$ cat src/hdl/shap_pkg.sv
// Shared types, widths and codes for the shift-and pattern hit matcher.
package shap_pkg;

   localparam int PATTERN_BITS_DEF  = 30;
   localparam int ALPHABET_SIZE_DEF = 256;
   localparam int POSITION_BITS_DEF = 24;

   localparam int MASK_W    = 30;
   localparam int HITS_W    = 16;
   localparam int POS_W     = 24;
   localparam int LETTER_W  = 8;
   localparam int CSR_IDX_W = 1;
   localparam int CSR_DAT_W = 30;

   localparam logic [HITS_W-1:0] MAX_HITS_RESET = 16'd10000;

   localparam logic OP_LOAD    = 1'b0;
   localparam logic OP_RESIDUE = 1'b1;

   localparam logic [CSR_IDX_W-1:0] CSR_END_MASK = 1'b0;
   localparam logic [CSR_IDX_W-1:0] CSR_MAX_HITS = 1'b1;

   typedef struct packed {
      logic                opcode;
      logic [LETTER_W-1:0] letter;
      logic [MASK_W-1:0]   position_bits;
      logic                first_residue;
      logic                last_residue;
   } shap_req_type;

   typedef struct packed {
      logic             hit;
      logic [POS_W-1:0] end_pos;
      logic [POS_W-1:0] start_pos;
      logic             limit_reached;
      logic             sequence_done;
   } shap_rsp_type;

endpackage

$ cat src/hdl/shap_span.sv
// Span of a hit and its start position from the common bits and the end mask.
module shap_span #(
   parameter int PATTERN_BITS  = shap_pkg::PATTERN_BITS_DEF,
   parameter int POSITION_BITS = shap_pkg::POSITION_BITS_DEF
) (
   input  logic [PATTERN_BITS-1:0]  common,
   input  logic [PATTERN_BITS-1:0]  mask,
   input  logic [POSITION_BITS-1:0] end_pos,
   output logic [POSITION_BITS-1:0] start_pos
);
   localparam int IW = $clog2(PATTERN_BITS);
   localparam int SW = $clog2(PATTERN_BITS + 1);
   localparam int EW = POSITION_BITS + 1;

   logic [PATTERN_BITS-1:0] low;
   logic [PATTERN_BITS-1:0] below;
   logic [IW-1:0]           p;
   logic [IW-1:0]           q;
   logic                    found;
   logic [SW-1:0]           span;
   logic [EW-1:0]           end1;
   logic [EW-1:0]           span_ext;

   always_comb begin
      low   = common & (~common + PATTERN_BITS'(1));
      below = mask & (low - PATTERN_BITS'(1));
      p     = '0;
      q     = '0;
      found = 1'b0;
      for (int i = 0; i < PATTERN_BITS; i++) begin
         if (low[i]) begin
            p = p | IW'(i);
         end
         // ascending scan, the highest set bit wins
         if (below[i]) begin
            q     = IW'(i);
            found = 1'b1;
         end
      end
      span     = found ? (SW'(p) - SW'(q)) : (SW'(p) + SW'(1));
      end1     = EW'(end_pos) + EW'(1);
      span_ext = EW'(span);
      start_pos = (span_ext > end1) ? '0 : POSITION_BITS'(end1 - span_ext);
   end
endmodule

$ cat config.mk
export PLATFORM = sky130hd
export DESIGN_NAME = shap_span
export DESIGN_NICKNAME = d
export VERILOG_FILES = /design/src/hdl/shap_pkg.sv /design/src/hdl/shap_span.sv
export SDC_FILE = /design/constraint.sdc
export NUM_CORES = 1
export LEC_CHECK = 0
export BUFFER_PORTS_ARGS = -buffer_cell sky130_fd_sc_hd__buf_4
export CORE_MARGIN = 2
export CORE_UTILIZATION = 40
export DETAILED_ROUTE_END_ITERATION = 8
export PLACE_DENSITY = 0.78
export SYNTH_ARGS = -nofsm -noshare
export SYNTH_HDL_FRONTEND = slang
export SYNTH_SLANG_ARGS = --single-unit
$ cat constraint.sdc
create_clock -name vclk -period 7
set_input_delay 0.7 -clock vclk [all_inputs]
set_output_delay 0.7 -clock vclk [all_outputs]
set_load 0.005 [all_outputs]
==> impl_metrics.py, run 1 <==
metrics = {
    "status": {
        "status": "completed",
    },
    "clocking": {
        "cts_hold_buf": 0,
        "post-cts-setup-buffers": 0,
    },
    "min_path": {
        "hold_class": "in -> out",
    },
    "global_routing": {
        "track_usage_pct": 22.68,
        "grt_remaining_overflow": 0,
        "grt_first_pass_wirelength_um": 15120,
        "grt_max_degree": 22,
        "antenna_found_initial": 0,
        "first_global_vias": 3539,
    },
    "sta": {
        "finalSetupTns_ns": 0,
        "fmax_ghz": 0.1518,
        "maxSlewViolCount": 0,
        "worst_pin_slew_ns": 0.6650,
        "hold_ws_ns": 1.763,
        "finalSetupViolations": 0,
        "slew_headroom_pct": 55.06,
        "finalCritPeriodShare_pct": 94.14,
        "fin_crit_ns": 6.590,
        "hold_viol_final": 0,
        "grt_setup_unrepaired": "false",
    },
    "critical_path": {
        "worstPathRequired_ns": 6.30,
        "critical_path_arrival_ns": 5.89,
        "crit_type": "in -> out",
        "startpoint_type": "input port",
        "worstPathMaxFanout": 9,
        "end_kind": "output port",
    },
    "detailed_routing": {
        "viasPerCell": 5.907,
        "drc_errors": 0,
        "firstDrtPassIters": 8,
        "routed_wl_um": 9528,
        "vias": 3798,
        "drtIter0Drc": 213,
        "ant_nets": 0,
        "avgRoutedWirePerCell_um": 14.82,
    },
    "pwr": {
        "ir_drop_mv": 0.03333,
        "p_leak_uw": 0.001610,
        "power_density_nw_per_um2": 66.30,
        "fin_total_pwr_uw": 250.2,
    },
    "logic_synthesis": {
        "yosys.cell_count.top_type": "nor2_1",
        "postSynthAreaPerCell_sq_um": 6.440,
        "syn_area_sq_um": 2898,
        "yosysSeqAreaShare_pct": 0,
        "yosys.cell_types.count": 75,
        "synthCells": 450,
        "yosysTopAreaCellShare_pct": 6.952,
        "synth_area_leader_cell": "xnor2_1",
        "syn_nets": 551,
        "synth_area_leaders": "xnor2_1, ha_1, nor2_1, a21oi_1, o21ai_0",
        "synth_common_cells": "nor2_1, inv_1, nand2_1",
        "ys_warn_count": 0,
    },
    "cells_and_area": {
        "regArea_sq_um": 0,
        "syn_to_final_growth_pct": 30.22,
        "drive_above_1_share_pct": 28.49,
        "antenna_cells": 0,
        "seq_cells": 0,
        "num-clock-buffers": 0,
        "num-nets-final": 647,
    },
    "place": {
        "globalplace.congestion": 0.9670,
        "dp_hpwl_um": 8050,
        "io_buffers": 108,
    },
    "flow_run": {
        "drv_cap": 0,
    },
    "floorplan": {
        "rows": 31,
        "die_area_sq_um": 7941,
        "num_io_pins": 108,
        "core_area_sq_um": 7137,
        "die_w_um": 89.12,
        "initial_core_util_pct": 40.60,
        "die_y_um": 89.12,
    },
}
-- final timing paths --
check,start,to,slack (ns),cells past startpoint
worst max-delay path,common[15],start_pos[15],0.41,21
worst min-delay path,end_pos[10],start_pos[10],1.76,4
-- critical path, stage by stage --
cell and delay (ns):
buf_4 0.13, or4_1 0.62, nor3_1 0.38, nand2_1 0.17
nor2_1 0.20, a21oi_1 0.10, a211o_1 0.30, nand3_1 0.09
a31oi_1 0.09, ha_1 0.22, fa_1 0.50, ha_1 0.32
nor2b_1 0.13, o21ai_0 0.21, a21boi_0 0.19, o21ai_1 0.56
and3_2 0.37, mux2i_1 0.21, a31oi_1 0.12, a21oi_2 0.15
buf_4 0.11
-- metal layers --
layer | global-route usage [%] | part of all wire (%) | vias up
li1 | - | - | 1841
met1 | 27.43 | 41 | 1732
met2 | 43.50 | 49 | 189
met3 | 1.293 | 7.2 | 36
met4 | 5.156 | 2.6 | 0
met5 | 0 | 0 | -
-- layout by cell type (no fill, tap or decap), types with 12 or more instances in the layout --
master,count
ha_1,15
nor2_2,19
nor3_1,21
nand2_1,31
o21ai_0,25
buf_4,109
nor2_1,44
xnor2_1,23
nand3_1,23
a21oi_1,30
nor2b_1,12
inv_1,32
-- what timing repair did --
action / 4_1_cts / 5_1_grt
endpoints found under the hold margin: 0 / 0
resized for setup: 0 / 2
setup endpoints to repair: 0 / 7
-- per-stage QoR --
stage          worst slack [ns]  area [sq um]  util (%)  std cells
2_1_floorplan             1.041          2898         -        450
3_3_place_gp             0.5216          3766     52.77        643
3_5_place_dp             0.3520          3766     52.77        643
4_1_cts                  0.3511          3766     52.77        643
5_1_grt                0.005739          3774     52.88        643
6_report                 0.4102          3774     52.88        643
-- area by class of cell --
type,count,area (sq um)
tap,99,123.9
timing repair buffer,110,838.3
multi-input combinational,402,2691
inverter,32,120.1
fill,747,3363
-- report_power, final --
| part | internal (uW) | switching (uW) |
|---|---|---|
| logic | 121 | 130 |
| registers | 0 | 0 |
| clock network | 0 | 0 |
| total | 121 | 130 |
-- logic make-up (layout without fill, tap and decap cells) --
| kind of cell | Yosys count | after routing | synth area share (%) |
|---|---|---|---|
| buffers and inverters | 48 | 142 | 7.384 |
| AO/OA/AOI/OAI | 127 | 127 | 31.00 |
| multiplexers | 4 | 4 | 1.382 |
| adder cells (fa/ha/maj) | 17 | 17 | 7.858 |
| AND/OR/NAND/NOR | 220 | 220 | 42.10 |
| XOR/XNOR | 34 | 34 | 10.28 |
Note: power is estimated with default switching activity, not from simulation.
==> run 2, diff against run 1 <==
==> constraint.sdc (replaced) <==
create_clock -name vclk -period 7
set_input_delay 0.7 -clock vclk [all_inputs]
set_output_delay 0.7 -clock vclk [all_outputs]
set_load 0.1 [all_outputs]
==> run 2 against run 1 <==
Against the previous run:
- cell count rose by 0.16%
- fmax fell by 0.78%
- die area did not move
- design area rose by 0.76%
- hold slack improved by 0.12 ns
- utilization rose by 0.40 points
- via count fell by 0.26%
- total power rose by 63%
- critical path type unchanged
==> impl_metrics.py, run 2 (synthesis gave the netlist of run 1 again) <==
metrics = {
    "sta": {
        "slew_headroom_pct": 60.38,
        "grt_setup_unrepaired": "false",
        "hold_viol_final": 0,
        "maxSlewViolCount": 0,
        "finalCritPeriodShare_pct": 94.88,
        "finalWorstSetupSlack_ns": 0.3582,
        "worst_pin_slew_ns": 0.5889,
        "fmax_ghz": 0.1506,
        "fin_crit_ns": 6.642,
        "finalSetupTns_ns": 0,
        "finalSetupViolations": 0,
    },
    "floorplan": {
        "core_area_sq_um": 7137,
        "initial_core_util_pct": 40.60,
        "die_w_um": 89.12,
        "rows": 31,
        "die_area_sq_um": 7941,
        "num_io_pins": 108,
        "die_y_um": 89.12,
    },
    "cells_and_area": {
        "seq_cells": 0,
        "final_cell_mix": "buf_4, nor2_1, inv_1, nand2_1, a21oi_1",
        "syn_to_final_growth_pct": 31.22,
        "drive_above_1_share_pct": 29.54,
        "num-nets-final": 648,
        "regArea_sq_um": 0,
        "num-clock-buffers": 0,
        "fin_cells": 644,
        "multi_input_area_sq_um": 2713,
        "layout_commonest_cell": "buf_4",
        "antenna_cells": 0,
        "nFillCells": 727,
    },
    "pwr": {
        "ir_drop_mv": 0.08532,
        "p_leak_uw": 0.001618,
        "fin_total_pwr_uw": 407.2,
        "power_density_nw_per_um2": 107.1,
    },
    "detailed_routing": {
        "drc_errors": 0,
        "routed_wl_um": 9555,
        "vias": 3788,
        "ant_nets": 0,
        "avgRoutedWirePerCell_um": 14.84,
        "viasPerCell": 5.882,
        "firstDrtPassIters": 4,
        "drtIter0Drc": 220,
    },
    "min_path": {
        "hold_end": "start_pos[16]",
        "worstHoldStart": "end_pos[16]",
        "hold_class": "in -> out",
        "hold_depth": 4,
    },
    "critical_path": {
        "critical_path_arrival_ns": 5.94,
        "crit_type": "in -> out",
        "worstPathMaxFanout": 6,
        "worstPathRequired_ns": 6.30,
        "end_kind": "output port",
        "startpoint_type": "input port",
    },
    "place": {
        "dp_hpwl_um": 7990,
        "globalplace.congestion": 0.9596,
        "dp_cells": 644,
        "dpl_worst_slack_ns": 0.09298,
        "io_buffers": 108,
    },
    "global_routing": {
        "grt_max_degree": 22,
        "first_global_vias": 3475,
        "track_usage_pct": 22.80,
        "grt_remaining_overflow": 0,
        "antenna_found_initial": 0,
        "grt_first_pass_wirelength_um": 15260,
    },
    "flow_run": {
        "drv_cap": 0,
    },
    "clocking": {
        "post-cts-setup-buffers": 0,
    },
    "status": {
        "status": "completed",
    },
}
## run 2: worst max-delay path by stage
stage	from	to	slack [ns]
detailed placement	common[5]	start_pos[16]	0.09
global placement	mask[15]	start_pos[16]	0.41
CTS	common[5]	start_pos[16]	0.09
finish	common[15]	start_pos[12]	0.36
floorplan	common[5]	start_pos[2]	-0.12
global route	common[3]	start_pos[12]	0.08
## run 2: where the power goes
group / internal (uW) / switching [uW] / leakage (uW)
registers: 0 / 0 / 0
clock network: 0 / 0 / 0
logic: 124 / 283 / 0.00162
total: 124 / 283 / 0.00162
## run 2: layer usage
metal / wire, um / up-vias / global-route usage (%)
li1: - / 1841 / -
met1: 3985 / 1736 / 28.54
met2: 4798 / 195 / 43.37
met3: 676 / 16 / 1.570
met4: 95 / 0 / 3.121
met5: 0 / - / 0
## run 2: critical path: stages
cell and delay [ns]:
buf_4 0.13, or4_1 0.63, nor3_2 0.31, nand2_1 0.17
nor2_1 0.19, a21oi_1 0.11, a211o_1 0.32, nand3_1 0.10
a31oi_1 0.10, ha_1 0.21, fa_1 0.40, inv_1 0.07
a21o_1 0.11, a21oi_1 0.08, xor2_1 0.26, xnor2_1 0.11
ha_1 0.36, a21boi_1 0.18, or3_1 0.46, nor4b_1 0.29
nor2_1 0.10, xor2_1 0.16, nor2_2 0.08, buf_4 0.29
## run 2: area by class of cell
class                      count  share of cell area [%]
tap                           99                   3.258
timing repair buffer         111                   22.24
inverter                      32                   3.159
multi-input combinational    402                   71.34
## run 2: metrics by stage
stage          cell area, sq um  util, %  hold slack, ns
2_1_floorplan              2898        -           1.707
3_3_place_gp               3774    52.88           1.876
5_1_grt                    3802    53.28           1.908
4_1_cts                    3774    52.88           1.890
6_report                   3802    53.28           1.886
3_5_place_dp               3774    52.88           1.890
## run 2: timing repair
item,CTS,global route
setup endpoints to repair,0,19
resized for setup,0,8
hold buffers,0,0
hold endpoints to repair,0,0
